**src/rtl/bra_pkg.sv**
```systemverilog
`timescale 1ns / 1ps

package bra_pkg;

	// fixed port widths
	localparam int AVAIL_W     = 10;
	localparam int AMT_PORT_W  = 8;
	localparam int CUST_PORT_W = 3;
	localparam int STATUS_W    = 3;
	localparam int CFG_IDX_W   = 2;
	localparam int FIELD_KINDS = 4;

	localparam logic [AVAIL_W-1:0] AVAIL_TOP = 10'd1023;

	typedef enum logic [1:0] {
		ACT_LOAD    = 2'd0,
		ACT_REQUEST = 2'd1,
		ACT_RELEASE = 2'd2,
		ACT_RUN     = 2'd3
	} action_t;

	typedef enum logic [STATUS_W-1:0] {
		STAT_OK      = 3'd0,
		STAT_REFUSED = 3'd1,
		STAT_UNSAFE  = 3'd2,
		STAT_HALTED  = 3'd3,
		STAT_LOADED  = 3'd4
	} status_t;

	typedef enum logic [1:0] {
		ST_IDLE,
		ST_EXEC,
		ST_SAFE,
		ST_COMMIT
	} state_t;

	// write strobes towards the customer tables
	typedef struct packed {
		logic wr_en;
		logic max_wr_en;
	} tbl_ctl_t;

	// index width for a table of n rows, never zero
	function automatic int idx_w(input int n);
		return (n > 1) ? $clog2(n) : 1;
	endfunction

endpackage

```
**src/rtl/bankers_resource_allocator.sv**
```systemverilog
`timescale 1ns / 1ps

// banker's-style allocator: available vector plus per-customer maximum,
// allocation and need rows kept in synchronous memories
// request channel: start is taken on a rising edge while busy is low;
//   action, customer and amount_0..3 are sampled on that edge
// result channel: done is high for exactly one cycle with status and
//   avail_out_0..3; the receiver cannot stall, every result is taken
// load, request, release and any request while halted: one row read on the
//   accepting edge, one row write back in the exec state, and the result
//   registered from there; a new request may be taken once it shows
// run: the safety walk reads one customer row per cycle; an unsafe order
//   ends after the failing row, a safe one is followed by a commit walk
//   that copies maximum into allocation, clears need, one row per cycle, then halts
// configuration: cfg_valid / cfg_ready with cfg_index 0..3 loads the
//   matching available entry; cfg_ready is always high, write only idle
// reset: available, halted and all allocation and need rows clear at once;
//   maximum rows hold nothing until a load writes them
module bankers_resource_allocator #(
	parameter int NUM_CUSTOMERS = 5,
	parameter int NUM_KINDS     = 4,
	parameter int AMOUNT_BITS   = 8
) (
	input  logic                              clk,
	input  logic                              arst_n,
	input  logic                              start,
	output logic                              busy,
	input  logic [1:0]                        action,
	input  logic [bra_pkg::CUST_PORT_W-1:0]   customer,
	input  logic [bra_pkg::AMT_PORT_W-1:0]    amount_0,
	input  logic [bra_pkg::AMT_PORT_W-1:0]    amount_1,
	input  logic [bra_pkg::AMT_PORT_W-1:0]    amount_2,
	input  logic [bra_pkg::AMT_PORT_W-1:0]    amount_3,
	output logic                              done,
	output logic [bra_pkg::STATUS_W-1:0]      status,
	output logic [bra_pkg::AVAIL_W-1:0]       avail_out_0,
	output logic [bra_pkg::AVAIL_W-1:0]       avail_out_1,
	output logic [bra_pkg::AVAIL_W-1:0]       avail_out_2,
	output logic [bra_pkg::AVAIL_W-1:0]       avail_out_3,
	input  logic                              cfg_valid,
	output logic                              cfg_ready,
	input  logic [bra_pkg::CFG_IDX_W-1:0]     cfg_index,
	input  logic [bra_pkg::AVAIL_W-1:0]       cfg_data
);

	localparam int CUST_W = bra_pkg::idx_w(NUM_CUSTOMERS);
	localparam int AB     = AMOUNT_BITS;
	localparam int NB     = AMOUNT_BITS + 1;
	localparam int VW     = bra_pkg::AVAIL_W;

	logic [bra_pkg::AMT_PORT_W-1:0] amt_p [bra_pkg::FIELD_KINDS];
	logic [VW-1:0]                  avail_p [bra_pkg::FIELD_KINDS];
	logic [NUM_KINDS*AB-1:0]        amount;
	logic [NUM_KINDS*VW-1:0]        avail;

	bra_pkg::tbl_ctl_t    tbl_ctl;
	logic [CUST_W-1:0]    rd_addr, wr_addr;
	logic [NUM_KINDS*AB-1:0] wr_alloc, max_wr_data, rd_alloc, rd_max;
	logic [NUM_KINDS*NB-1:0] wr_need, rd_need;

	assign amt_p[0] = amount_0;
	assign amt_p[1] = amount_1;
	assign amt_p[2] = amount_2;
	assign amt_p[3] = amount_3;

	// amounts trimmed to the table width; kinds without a port read zero
	for (genvar g = 0; g < NUM_KINDS; g++) begin : g_amt
		if (g < bra_pkg::FIELD_KINDS) begin : g_port
			assign amount[g*AB +: AB] = AB'(amt_p[g]);
		end else begin : g_zero
			assign amount[g*AB +: AB] = '0;
		end
	end

	// kinds beyond the configured count show zero
	for (genvar g = 0; g < bra_pkg::FIELD_KINDS; g++) begin : g_avail
		if (g < NUM_KINDS) begin : g_live
			assign avail_p[g] = avail[g*VW +: VW];
		end else begin : g_zero
			assign avail_p[g] = '0;
		end
	end

	assign avail_out_0 = avail_p[0];
	assign avail_out_1 = avail_p[1];
	assign avail_out_2 = avail_p[2];
	assign avail_out_3 = avail_p[3];

	// user sends configuration only while idle (unenforced); no back-pressure
	assign cfg_ready = 1'b1;

	bra_ctrl #(
		.NUM_CUSTOMERS (NUM_CUSTOMERS),
		.NUM_KINDS     (NUM_KINDS),
		.AMOUNT_BITS   (AMOUNT_BITS)
	) u_ctrl (
		.clk         (clk),
		.arst_n      (arst_n),
		.start       (start),
		.action      (action),
		.customer    (customer),
		.amount      (amount),
		.cfg_valid   (cfg_valid),
		.cfg_index   (cfg_index),
		.cfg_data    (cfg_data),
		.busy        (busy),
		.done        (done),
		.status      (status),
		.avail       (avail),
		.tbl_ctl     (tbl_ctl),
		.rd_addr     (rd_addr),
		.wr_addr     (wr_addr),
		.wr_alloc    (wr_alloc),
		.wr_need     (wr_need),
		.max_wr_data (max_wr_data),
		.rd_alloc    (rd_alloc),
		.rd_need     (rd_need),
		.rd_max      (rd_max)
	);

	bra_tables #(
		.NUM_CUSTOMERS (NUM_CUSTOMERS),
		.NUM_KINDS     (NUM_KINDS),
		.AMOUNT_BITS   (AMOUNT_BITS)
	) u_tables (
		.clk         (clk),
		.arst_n      (arst_n),
		.ctl         (tbl_ctl),
		.rd_addr     (rd_addr),
		.wr_addr     (wr_addr),
		.wr_alloc    (wr_alloc),
		.wr_need     (wr_need),
		.max_wr_data (max_wr_data),
		.rd_alloc    (rd_alloc),
		.rd_need     (rd_need),
		.rd_max      (rd_max)
	);

endmodule

```
**src/rtl/bra_tables.sv**
```systemverilog
`timescale 1ns / 1ps

module bra_tables #(
	parameter int NUM_CUSTOMERS = 5,
	parameter int NUM_KINDS     = 4,
	parameter int AMOUNT_BITS   = 8
) (
	input  logic                                        clk,
	input  logic                                        arst_n,
	input  bra_pkg::tbl_ctl_t                           ctl,
	input  logic [bra_pkg::idx_w(NUM_CUSTOMERS)-1:0]    rd_addr,
	input  logic [bra_pkg::idx_w(NUM_CUSTOMERS)-1:0]    wr_addr,
	input  logic [NUM_KINDS*AMOUNT_BITS-1:0]            wr_alloc,
	input  logic [NUM_KINDS*(AMOUNT_BITS+1)-1:0]        wr_need,
	input  logic [NUM_KINDS*AMOUNT_BITS-1:0]            max_wr_data,
	output logic [NUM_KINDS*AMOUNT_BITS-1:0]            rd_alloc,
	output logic [NUM_KINDS*(AMOUNT_BITS+1)-1:0]        rd_need,
	output logic [NUM_KINDS*AMOUNT_BITS-1:0]            rd_max
);

	localparam int AW = NUM_KINDS * AMOUNT_BITS;
	localparam int NW = NUM_KINDS * (AMOUNT_BITS + 1);

	// allocation and need share a row; maximum has its own memory
	logic [AW+NW-1:0]         st_mem [NUM_CUSTOMERS];
	logic [AW-1:0]            max_mem [NUM_CUSTOMERS];
	logic [AW+NW-1:0]         st_rd_q;
	logic [AW+NW-1:0]         fwd_data_q;
	logic [AW-1:0]            max_rd_q;
	logic [NUM_CUSTOMERS-1:0] vld_q;
	logic                     rd_vld_q;
	logic                     fwd_q;

	always_ff @(posedge clk) begin
		if (ctl.wr_en) begin
			st_mem[wr_addr] <= {wr_alloc, wr_need};
		end
		if (ctl.max_wr_en) begin
			max_mem[wr_addr] <= max_wr_data;
		end
		st_rd_q    <= st_mem[rd_addr];
		max_rd_q   <= max_mem[rd_addr];
		fwd_data_q <= {wr_alloc, wr_need};
	end

	// row valid bits stand in for the all-zero reset of the state rows
	always_ff @(posedge clk or negedge arst_n) begin
		if (!arst_n) begin
			vld_q    <= '0;
			rd_vld_q <= 1'b0;
			fwd_q    <= 1'b0;
		end else begin
			rd_vld_q <= vld_q[rd_addr];
			fwd_q    <= ctl.wr_en && (wr_addr == rd_addr);
			if (ctl.wr_en) begin
				vld_q[wr_addr] <= 1'b1;
			end
		end
	end

	// write and read of the same row on one edge: take the new data
	assign {rd_alloc, rd_need} = fwd_q ? fwd_data_q : (rd_vld_q ? st_rd_q : '0);
	assign rd_max = max_rd_q;

endmodule

```
**src/rtl/bra_ctrl.sv**
```systemverilog
`timescale 1ns / 1ps

module bra_ctrl #(
	parameter int NUM_CUSTOMERS = 5,
	parameter int NUM_KINDS     = 4,
	parameter int AMOUNT_BITS   = 8
) (
	input  logic                                        clk,
	input  logic                                        arst_n,
	input  logic                                        start,
	input  logic [1:0]                                  action,
	input  logic [bra_pkg::CUST_PORT_W-1:0]             customer,
	input  logic [NUM_KINDS*AMOUNT_BITS-1:0]            amount,
	input  logic                                        cfg_valid,
	input  logic [bra_pkg::CFG_IDX_W-1:0]               cfg_index,
	input  logic [bra_pkg::AVAIL_W-1:0]                 cfg_data,
	output logic                                        busy,
	output logic                                        done,
	output logic [bra_pkg::STATUS_W-1:0]                status,
	output logic [NUM_KINDS*bra_pkg::AVAIL_W-1:0]       avail,
	output bra_pkg::tbl_ctl_t                           tbl_ctl,
	output logic [bra_pkg::idx_w(NUM_CUSTOMERS)-1:0]    rd_addr,
	output logic [bra_pkg::idx_w(NUM_CUSTOMERS)-1:0]    wr_addr,
	output logic [NUM_KINDS*AMOUNT_BITS-1:0]            wr_alloc,
	output logic [NUM_KINDS*(AMOUNT_BITS+1)-1:0]        wr_need,
	output logic [NUM_KINDS*AMOUNT_BITS-1:0]            max_wr_data,
	input  logic [NUM_KINDS*AMOUNT_BITS-1:0]            rd_alloc,
	input  logic [NUM_KINDS*(AMOUNT_BITS+1)-1:0]        rd_need,
	input  logic [NUM_KINDS*AMOUNT_BITS-1:0]            rd_max
);

	localparam int CUST_W   = bra_pkg::idx_w(NUM_CUSTOMERS);
	localparam int AB       = AMOUNT_BITS;
	localparam int NB       = AMOUNT_BITS + 1;
	localparam int VW       = bra_pkg::AVAIL_W;
	localparam int CW       = ((AB > VW) ? AB : VW) + 1;
	localparam int POOL_MAX = 1023 + NUM_CUSTOMERS * ((1 << AB) - 1);
	localparam int POOL_W   = $clog2(POOL_MAX + 1);
	localparam logic [CUST_W-1:0] LAST = CUST_W'(NUM_CUSTOMERS - 1);

	bra_pkg::state_t  state_q, state_d;
	bra_pkg::action_t act_q;
	logic [CUST_W-1:0] cust_q;
	logic              cust_ok_q;
	logic [NUM_KINDS-1:0][AB-1:0]     amt_q;
	logic [NUM_KINDS-1:0][VW-1:0]     avail_q;
	logic [NUM_KINDS-1:0][POOL_W-1:0] pool_q;
	logic [CUST_W-1:0]                cnt_q;
	logic                             halted_q;
	logic                             done_q;
	logic [bra_pkg::STATUS_W-1:0]     status_q;

	logic accept, cust_ok_in, cnt_last;

	logic [NUM_KINDS-1:0][AB-1:0] rd_a, rd_m;
	logic [NUM_KINDS-1:0][NB-1:0] rd_n;

	logic [NUM_KINDS-1:0]             req_ok, rel_ok, safe_ok;
	logic [NUM_KINDS-1:0][VW-1:0]     avail_req, avail_rel, avail_fin;
	logic [NUM_KINDS-1:0][AB-1:0]     alloc_req, alloc_rel;
	logic [NUM_KINDS-1:0][NB-1:0]     need_req, need_rel, need_ld;
	logic [NUM_KINDS-1:0][POOL_W-1:0] pool_nx;

	bra_pkg::status_t             ex_status;
	logic                         ex_wr, ex_max_wr, ex_avail_wr;
	logic [NUM_KINDS-1:0][AB-1:0] ex_alloc;
	logic [NUM_KINDS-1:0][NB-1:0] ex_need;
	logic [NUM_KINDS-1:0][VW-1:0] ex_avail;

	logic                         fin_done;
	bra_pkg::status_t             fin_status;

	assign rd_a = rd_alloc;
	assign rd_n = rd_need;
	assign rd_m = rd_max;

	assign accept     = start && (state_q == bra_pkg::ST_IDLE);
	assign cust_ok_in = int'(customer) < NUM_CUSTOMERS;
	assign cnt_last   = (cnt_q == LAST);

	// per-kind arithmetic on the row just read
	always_comb begin
		logic [AB-1:0] a, m;
		logic [NB-1:0] n, asum;
		logic [CW-1:0] rsum;
		for (int k = 0; k < NUM_KINDS; k++) begin
			a    = rd_a[k];
			n    = rd_n[k];
			m    = amt_q[k];
			asum = {1'b0, a} + {1'b0, m};
			req_ok[k]    = (CW'(m) < CW'(avail_q[k])) && !asum[AB];
			rel_ok[k]    = (m <= a);
			avail_req[k] = avail_q[k] - VW'(m);
			rsum         = CW'(avail_q[k]) + CW'(m);
			avail_rel[k] = (rsum > CW'(bra_pkg::AVAIL_TOP)) ? bra_pkg::AVAIL_TOP
				: rsum[VW-1:0];
			alloc_req[k] = asum[AB-1:0];
			alloc_rel[k] = a - m;
			need_req[k]  = n - {1'b0, m};
			need_rel[k]  = n + {1'b0, m};
			need_ld[k]   = {1'b0, m};
			// negative need always fits the pool
			safe_ok[k]   = n[AB] || (POOL_W'(n[AB-1:0]) <= pool_q[k]);
			pool_nx[k]   = pool_q[k] + POOL_W'(a);
			avail_fin[k] = (pool_q[k] > POOL_W'(bra_pkg::AVAIL_TOP)) ? bra_pkg::AVAIL_TOP
				: pool_q[k][VW-1:0];
		end
	end

	// outcome of a load, request or release, and of any request while halted
	always_comb begin
		ex_status   = bra_pkg::STAT_REFUSED;
		ex_wr       = 1'b0;
		ex_max_wr   = 1'b0;
		ex_avail_wr = 1'b0;
		ex_alloc    = '0;
		ex_need     = '0;
		ex_avail    = avail_q;
		if (halted_q) begin
			ex_status = bra_pkg::STAT_HALTED;
		end else if (cust_ok_q) begin
			case (act_q)
				bra_pkg::ACT_LOAD: begin
					ex_status = bra_pkg::STAT_LOADED;
					ex_wr     = 1'b1;
					ex_max_wr = 1'b1;
					ex_need   = need_ld;
				end
				bra_pkg::ACT_REQUEST: begin
					if (&req_ok) begin
						ex_status   = bra_pkg::STAT_OK;
						ex_wr       = 1'b1;
						ex_avail_wr = 1'b1;
						ex_alloc    = alloc_req;
						ex_need     = need_req;
						ex_avail    = avail_req;
					end
				end
				bra_pkg::ACT_RELEASE: begin
					if (&rel_ok) begin
						ex_status   = bra_pkg::STAT_OK;
						ex_wr       = 1'b1;
						ex_avail_wr = 1'b1;
						ex_alloc    = alloc_rel;
						ex_need     = need_rel;
						ex_avail    = avail_rel;
					end
				end
				default: ex_status = bra_pkg::STAT_REFUSED;
			endcase
		end
	end

	// next state
	always_comb begin
		state_d = state_q;
		unique case (state_q)
			bra_pkg::ST_IDLE: begin
				if (accept) begin
					if ((bra_pkg::action_t'(action) == bra_pkg::ACT_RUN) && !halted_q) begin
						state_d = bra_pkg::ST_SAFE;
					end else begin
						state_d = bra_pkg::ST_EXEC;
					end
				end
			end
			bra_pkg::ST_EXEC: state_d = bra_pkg::ST_IDLE;
			bra_pkg::ST_SAFE: begin
				if (!(&safe_ok)) begin
					state_d = bra_pkg::ST_IDLE;
				end else if (cnt_last) begin
					state_d = bra_pkg::ST_COMMIT;
				end else begin
					state_d = bra_pkg::ST_SAFE;
				end
			end
			bra_pkg::ST_COMMIT: begin
				if (cnt_last) begin
					state_d = bra_pkg::ST_IDLE;
				end
			end
			default: state_d = bra_pkg::ST_IDLE;
		endcase
	end

	// table accesses and result per state
	always_comb begin
		tbl_ctl     = '0;
		rd_addr     = '0;
		wr_addr     = cust_q;
		wr_alloc    = ex_alloc;
		wr_need     = ex_need;
		max_wr_data = amt_q;
		fin_done    = 1'b0;
		fin_status  = ex_status;
		unique case (state_q)
			bra_pkg::ST_IDLE: begin
				if ((bra_pkg::action_t'(action) != bra_pkg::ACT_RUN) && cust_ok_in) begin
					rd_addr = CUST_W'(customer);
				end
			end
			bra_pkg::ST_EXEC: begin
				tbl_ctl.wr_en     = ex_wr;
				tbl_ctl.max_wr_en = ex_max_wr;
				fin_done          = 1'b1;
			end
			bra_pkg::ST_SAFE: begin
				rd_addr = cnt_last ? '0 : cnt_q + CUST_W'(1);
				if (!(&safe_ok)) begin
					fin_done   = 1'b1;
					fin_status = bra_pkg::STAT_UNSAFE;
				end
			end
			bra_pkg::ST_COMMIT: begin
				rd_addr       = cnt_last ? '0 : cnt_q + CUST_W'(1);
				tbl_ctl.wr_en = 1'b1;
				wr_addr       = cnt_q;
				wr_alloc      = rd_m;
				wr_need       = '0;
				fin_done      = cnt_last;
				fin_status    = bra_pkg::STAT_OK;
			end
			default: fin_done = 1'b0;
		endcase
	end

	always_ff @(posedge clk or negedge arst_n) begin
		if (!arst_n) begin
			state_q  <= bra_pkg::ST_IDLE;
			cnt_q    <= '0;
			halted_q <= 1'b0;
			done_q   <= 1'b0;
			status_q <= '0;
			avail_q  <= '0;
		end else begin
			state_q  <= state_d;
			done_q   <= fin_done;
			status_q <= fin_status;
			if ((state_q == bra_pkg::ST_SAFE) || (state_q == bra_pkg::ST_COMMIT)) begin
				cnt_q <= cnt_last ? '0 : cnt_q + CUST_W'(1);
			end else begin
				cnt_q <= '0;
			end
			if ((state_q == bra_pkg::ST_COMMIT) && cnt_last) begin
				halted_q <= 1'b1;
				avail_q  <= avail_fin;
			end else if ((state_q == bra_pkg::ST_EXEC) && ex_avail_wr) begin
				avail_q <= ex_avail;
			end else if (cfg_valid) begin
				for (int k = 0; k < NUM_KINDS; k++) begin
					if ((k < bra_pkg::FIELD_KINDS) && (cfg_index == bra_pkg::CFG_IDX_W'(k))) begin
						avail_q[k] <= cfg_data;
					end
				end
			end
		end
	end

	// request capture and safety pool
	always_ff @(posedge clk) begin
		if (accept) begin
			act_q     <= bra_pkg::action_t'(action);
			cust_q    <= CUST_W'(customer);
			cust_ok_q <= cust_ok_in;
			amt_q     <= amount;
			for (int k = 0; k < NUM_KINDS; k++) begin
				pool_q[k] <= POOL_W'(avail_q[k]);
			end
		end else if (state_q == bra_pkg::ST_SAFE) begin
			pool_q <= pool_nx;
		end
	end

	assign busy   = (state_q != bra_pkg::ST_IDLE);
	assign done   = done_q;
	assign status = status_q;
	assign avail  = avail_q;

endmodule

```
**config.mk**
```make
export PLATFORM = sky130hd
export DESIGN_NAME = bankers_resource_allocator
export DESIGN_NICKNAME = d
export VERILOG_FILES = /design/src/rtl/bra_pkg.sv /design/src/rtl/bankers_resource_allocator.sv /design/src/rtl/bra_tables.sv /design/src/rtl/bra_ctrl.sv
export SDC_FILE = /design/constraint.sdc
export NUM_CORES = 2
export LEC_CHECK = 0
export BUFFER_PORTS_ARGS = -buffer_cell sky130_fd_sc_hd__buf_2
export CAP_MARGIN = 20
export CORE_MARGIN = 5
export CORE_UTILIZATION = 55
export DETAILED_ROUTE_END_ITERATION = 12
export PLACE_DENSITY = 0.8
export SYNTH_ARGS = -nofsm -noshare
export SYNTH_HDL_FRONTEND = slang
export SYNTH_SLANG_ARGS = --single-unit
```
**constraint.sdc**
```tcl
create_clock -name clk -period 19.3 [get_ports clk]
set_input_delay 3.86 -clock clk [delete_from_list [all_inputs] [get_ports clk]]
set_output_delay 3.86 -clock clk [all_outputs]
set_load 0.01 [all_outputs]
```
Word-level counts from Yosys, hierarchy flattened. Memory sizes are Yosys's and may differ from the RTL's. A register that Yosys moved wholly into a read port is not among the register bits. Index checks and enable logic that the tools add are counted.

Flip-flop bits (word level): 211. Bits in writable memories: 500. Input port bits: 53. Output and inout bits: 46. Word-level logic and storage cells: 220. Memories kept: 2.

$add $sub $neg: 29. Magnitude comparators: 24. Equal/unequal tests: 19. Mux-type cells: 77. Bitwise logic cells: 1. Reduce and logical (&&, ||, !) cells: 40.

Memory list: u_tables.st_mem (words 5, bits a word 68, rd ports 1, clocked after Yosys merged registers in 1, wr ports 1, line bra_tables.sv:25) `logic [AW+NW-1:0] st_mem [NUM_CUSTOMERS];`; u_tables.max_mem (words 5, bits a word 32, rd ports 1, clocked after Yosys merged registers in 1, wr ports 1, line bra_tables.sv:26) `logic [AW-1:0] max_mem [NUM_CUSTOMERS];`.

Operators with widths (number): 2-to-1 mux 40 bit (7); 2-to-1 mux 36 bit (5); 2-to-1 mux 32 bit (5); 2-to-1 mux 68 bit (2); 2-to-1 mux 10 bit (12); case mux 36 bit (3 select lines) (1); 2-to-1 mux 46 bit (2); case mux 40 bit (2 select lines) (1); case mux 32 bit (2 select lines) (1); adder 12 x 8 -> 12 bit (4); greater-than comparator 12 x 10 -> 1 bit (second input constant) (4); <= comparator 8 x 12 -> 1 bit (4); adder 10 x 8 -> 11 bit (4); greater-than comparator 11 x 10 -> 1 bit (second input constant) (4); < comparator 8 x 10 -> 1 bit (4); subtractor 10 x 8 -> 10 bit (4); adder 8 x 8 -> 9 bit (4); adder 9 x 8 -> 9 bit (4); subtractor 9 x 8 -> 9 bit (4); <= comparator 8 bit (4); subtractor 8 bit (4); AND reduction 7 bit (4); 2-to-1 mux 3 bit (7); 2-to-1 mux 1 bit (20); other kinds (32) (75).

Depth between registers and ports, before layout.
Depth after elaboration: 13. Mapped depth: 20. Gate-level depth less buffers: 15.

Modules after synthesis. From an unflattened synthesis, not the netlist that was laid out.

Cell total of the unflattened synthesis: 3356. Area, all modules: 40845.4 um^2.

By module, submodules not included: bra_tables (times used 1, cells each 1363, area an instance 23874.1 um^2, seq. area each 18552.8 um^2); bra_ctrl (times used 1, cells each 1991, area an instance 16960.0 um^2, seq. area each 3753.6 um^2); bankers_resource_allocator (times used 1, cells each 2, area an instance 11.3 um^2, seq. area each 0.0 um^2).

Worst setup path before layout. Ideal clock, no wire load.

Kind: reg-to-reg. Start point: register u_tables.fwd_q. End point: register u_tables.vld_q[4]. Setup time: 94 ps. Arrival: 8340 ps. Data required time: 19206 ps. Path slack: 10867 ps. Stages on the path, launching flop included: 17. Buffers on the path: 4. Clock period less this slack: 8433 ps. Cell sequence: dfrtp_1 > clkbuf_1 > nor2b_1 > clkbuf_1 > clkbuf_1 > a22o_1 > ha_1 > o21bai_1 > o2111ai_1 > nand4_1 > nor4_2 > and4_1 > buf_2 > o31a_1 > o21ai_0 > nor3_1 > or2_2.

Longest elaborated chain between the ends: 10. Elaborated cells between the ends (all ways): 25. Classes of those cells: add/sub (4); order compare (4); mux (7); reduce/logical (10).

Ends and longest elaborated chain: start, declared (line bra_tables.sv:32) `logic fwd_q;`; start signal, assigned (line bra_tables.sv:54) `fwd_q <= ctl.wr_en && (wr_addr == rd_addr);`; 2-to-1 mux 68 bit (*) (line bra_tables.sv:62) `assign {rd_alloc, rd_need} = fwd_q ? fwd_data_q : (rd_vld_q ? st_rd_q : '0);`; adder 8 x 8 -> 9 bit (line bra_ctrl.sv:90) `asum = {1'b0, a} + {1'b0, m};`; logical NOT 1 bit (line bra_ctrl.sv:91) `req_ok[k] = (CW'(m) < CW'(avail_q[k])) && !asum[AB];`; logical AND 1 bit (line bra_ctrl.sv:91); AND reduction 4 bit (line bra_ctrl.sv:130) `if (&req_ok) begin`; 2-to-1 mux 1 bit (line bra_ctrl.sv:130); case mux 1 bit (3 select lines) (*) (line bra_ctrl.sv:122) `case (act_q)`; 2-to-1 mux 1 bit (*) (line bra_ctrl.sv:121) `end else if (cust_ok_q) begin`; 2-to-1 mux 1 bit (*) (line bra_ctrl.sv:119) `if (halted_q) begin`; case mux 1 bit (2 select lines) (*) (line bra_ctrl.sv:196) `unique case (state_q)`; end signal, assigned (line bra_tables.sv:49) `vld_q <= '0;`; end signal, assigned by index (line bra_tables.sv:56) `vld_q[wr_addr] <= 1'b1;`; end, declared (line bra_tables.sv:30) `logic [NUM_CUSTOMERS-1:0] vld_q;`.

Every way passes the cells marked *; elsewhere a longest branch is shown, timed or not. A chain may end at the register's enable or synchronous reset.

Worst setup path after layout.
Start point: register u_tables.fwd_q. End point: memory u_tables.st_mem[1][64] in the netlist's numbering (enable).

Longest elaborated chain between the ends: 12. Elaborated cells between the ends (all ways): 27. Classes of those cells: add/sub (4); order compare (4); mux (9); reduce/logical (10).

Ends and longest elaborated chain: 2-to-1 mux 68 bit (*) (line bra_tables.sv:62); adder 8 x 8 -> 9 bit (line bra_ctrl.sv:90); logical NOT 1 bit (line bra_ctrl.sv:91); logical AND 1 bit (line bra_ctrl.sv:91); AND reduction 4 bit (line bra_ctrl.sv:130); 2-to-1 mux 1 bit (line bra_ctrl.sv:130); case mux 1 bit (3 select lines) (*) (line bra_ctrl.sv:122); 2-to-1 mux 1 bit (*) (line bra_ctrl.sv:121); 2-to-1 mux 1 bit (*) (line bra_ctrl.sv:119); case mux 1 bit (2 select lines) (*) (line bra_ctrl.sv:196); 2-to-1 mux 1 bit (*) (line bra_tables.sv:35) `if (ctl.wr_en) begin`; 2-to-1 mux 1 bit (not written as such) (*) (line bra_tables.sv:36) `st_mem[wr_addr] <= {wr_alloc, wr_need};`; end, declared (line bra_tables.sv:25).

Marked as above.

==> results.json <==
{
  "cts_root_buffer": "clkbuf_16",
  "path_buf_inv": 6,
  "dieArea_um2": 79800,
  "p_per_area_nw_per_um2": 169,
  "period_minus_slack_ps": 7130,
  "start_util_pct": 55.1,
  "grt_pass1_wl_um": 183000,
  "critical-path-top-delay-family": "buffers and inverters",
  "synth_seq_area_share_pct": 54.6,
  "crit_type": "flop to flop",
  "maxCapViolCount": 0,
  "crit_top_cell": "buf_4",
  "critPathArrivalTime_ps": 7380,
  "crit_path_end_kind": "flop",
  "outcome": "complete, no violations",
  "worst_path_max_delay_cell": "nor2b_4",
  "fmax_mhz": 140,
  "max_stage_delay_ps": 780,
  "drc_errors": 0,
  "grt-ovfl-total": 0,
  "rsz0062_at_grt": "false",
  "nets": 4269,
  "vias_per_cell": 6.36,
  "clock_latency_ps": 660,
  "syn_nets": 4225,
  "place_inst": 4816,
  "grt_util_met3_pct": 6.61,
  "drive_gt1_share_pct": 8.20,
  "utilization_pct": 60.8,
  "clk_pin_slew_ps": 70,
  "routedWlPerCell_um": 24.5,
  "finalSetupViolCount": 0,
  "cts_buffers": 80,
  "tns_ps": 0,
  "r2r-end": "u_tables.st_mem[1][64]",
  "drv_slew": 0,
  "syn_avg_cell_area_um2": 10.5,
  "hold_path_startpoint": "u_tables.st_mem[4][62]",
  "dr.pass1.iters": 6,
  "die_h_um": 282,
  "synth.cell_area_um2": 40800,
  "reg2reg_from": "u_tables.fwd_q",
  "grt_antenna_before_repair": 3,
  "top_usage_layer": "met2",
  "gp_congestion": 0.995,
  "fin_ws_ps": 12170,
  "ios": 99,
  "cts_max_level": 3,
  "hold_ws_ps": 442,
  "placed_area_um2": 42300,
  "post_cts_resized": 0,
  "ff2ff_setup_slack_ps": 12170,
  "yosys.cell_types.count": 89,
  "cts_setup_buffers": 0,
  "synthArstFlopShare_pct": 7.03,
  "worst_clock_skew_ps": 37.4,
  "area_growth_pct": 10.3,
  "cp_max_fo": 48,
  "hp-class": "flop to flop",
  "r2r_cells": 19,
  "power_mw": 7.60,
  "tightest_slew_ps": 1230,
  "maxSlewHeadroom_pct": 17.7,
  "grtUsageMet1_pct": 38.7,
  "hold_viol_final": 0,
  "core_area_um2": 74100,
  "finalCritPeriodShare_pct": 36.9,
  "final_common_cell": "nand2_1",
  "vias": 31606,
  "dp_hpwl_um": 79000,
  "nFillCells": 5848,
  "stdcell_area_um2": 45000,
  "worstPathCellList": "buf_4, nor2b_4, buf_4, nand2_1, and3_1, fa_1, nor2b_1, o31ai_1, a32oi_1, nand4_1, nor2_4, buf_4, nor2_1, buf_4, a21oi_1, nand2_1, nor2_4, buf_4, buf_4",
  "die_x_um": 282,
  "grt_max_degree": 195,
  "min_path_cells": 2,
  "power_leakage_nw": 18.1,
  "vdd_drop_max_v": 0.000124,
  "clkSinkCount": 811,
  "critPathRequiredTime_ps": 19560,
  "grtUsageMet2_pct": 48.0,
  "synth-main-ff-cell": "edfxtp_1",
  "ant_nets": 0,
  "hold_end": "u_tables.st_rd_q[62]",
  "grt_usage_pct": 30.0,
  "clockBufferDepth": 3,
  "wirelength_um": 122000,
  "ys_ff_latch": 811,
  "rows": 100,
  "synth_edf_count": 578,
  "grt_pass1_vias": 30687,
  "first_iter_violations": 3859,
  "final_cell_mix": "nand2_1, edfxtp_1, o21ai_0, ha_1, inv_1",
  "portBuffers": 97,
  "setup.worst_path.start_class": "flop",
  "pre_cts_ws_ps": 11650,
  "cts.hold.buffers_added": 0,
  "synth_cells": 3886,
  "layout.cells.non_filler": 4969,
  "ys_warn_count": 0,
  "cts_tree": "built"
}
==> logic make-up after synthesis <==
logic type | share of synthesized area [%]
flops | 54.6
xor+xnor | 2.23
compound gates | 15.3
simple gates | 13.7
fa+ha+maj | 9.28
mux | 1.16
other cells | 0.00918
buf+inv | 3.70
==> worst reg2reg max path, stage by stage, from the launching register on <==
cell and delay, ps:
dfrtp_2 380, buf_4 270, nor2b_4 810, buf_4 660, nand2_1 180, and3_1 240, fa_1 430, nor2b_1 200
o31ai_1 190, a32oi_1 260, nand4_1 260, nor2_4 140, buf_4 560, nor2_1 140, buf_4 220, a21oi_1 260
nand2_1 230, nor2_4 130, buf_4 410, buf_4 710
==> worst max-delay path by stage <==
stage / cells after the start / endpoint / startpoint / slack [ps]
after floorplan: 16 / u_tables.vld_q[4] / u_tables.fwd_q / 10870
after global placement: 10 / u_tables.st_rd_q[27] / action[0] / 11920
after detailed placement: 10 / u_tables.st_rd_q[14] / customer[0] / 11650
after CTS: 10 / u_tables.st_rd_q[16] / action[0] / 12310
after global routing: 19 / u_tables.st_mem[1][60] / u_tables.fwd_q / 12000
final: 19 / u_tables.st_mem[1][64] / u_tables.fwd_q / 12170
==> where the power goes <==
part	internal (mW)	leakage [nW]	switching, mW
clock	0.922	1.32	0.692
combinational	1.21	9.26	2.19
sequential	2.30	7.49	0.280
total	4.43	18.1	3.17
==> cell usage after synthesis, types with 46 or more instances <==
| master | n | area share (%) |
|---|---|---|
| a21o_1 | 46 | 0.85 |
| clkbuf_1 | 135 | 1.2 |
| a22o_1 | 72 | 1.5 |
| o21ai_0 | 349 | 4.3 |
| inv_1 | 204 | 1.9 |
| nand2_1 | 775 | 7.1 |
| xnor2_1 | 74 | 1.6 |
| dfrtp_1 | 57 | 3.5 |
| ha_1 | 258 | 7.9 |
| a21oi_1 | 164 | 2.0 |
| nor2_1 | 157 | 1.4 |
| dfxtp_1 | 176 | 8.6 |
| edfxtp_1 | 578 | 43 |
| nand3_1 | 126 | 1.5 |
| nor3_1 | 49 | 0.60 |
==> cell type report <==
type | count | area [um2] | area share, %
sequential | 811 | 22300 | 49.5
timing repair buffer | 148 | 893 | 1.98
multi-input combinational | 2683 | 17200 | 38.1
clock inverter | 50 | 509 | 1.13
clock buffer | 100 | 2190 | 4.86
inverter | 206 | 773 | 1.72
antenna | 2 | 5.00 | 0.0111
tap | 969 | 1210 | 2.69
==> state kept, by name, summed over array words and instances (netlist names), 3 cells and up <==
name                 flops
u_ctrl.status            3
u_tables.vld_q           5
u_tables.st_mem        340
u_tables.fwd_data_q     68
u_ctrl.pool_q           48
u_tables.st_rd_q        68
u_ctrl.avail            40
u_tables.rd_max         32
u_ctrl.cnt_q             3
u_tables.max_mem       160
u_ctrl.max_wr_data      32
u_ctrl.cust_q            3
==> routing by layer <==
layer,wire [um],vias up
met5,14,-
met4,7900,4
met3,12500,439
met2,55400,1887
met1,45900,15241
li1,-,14035
(Power assumes the default switching activity.)
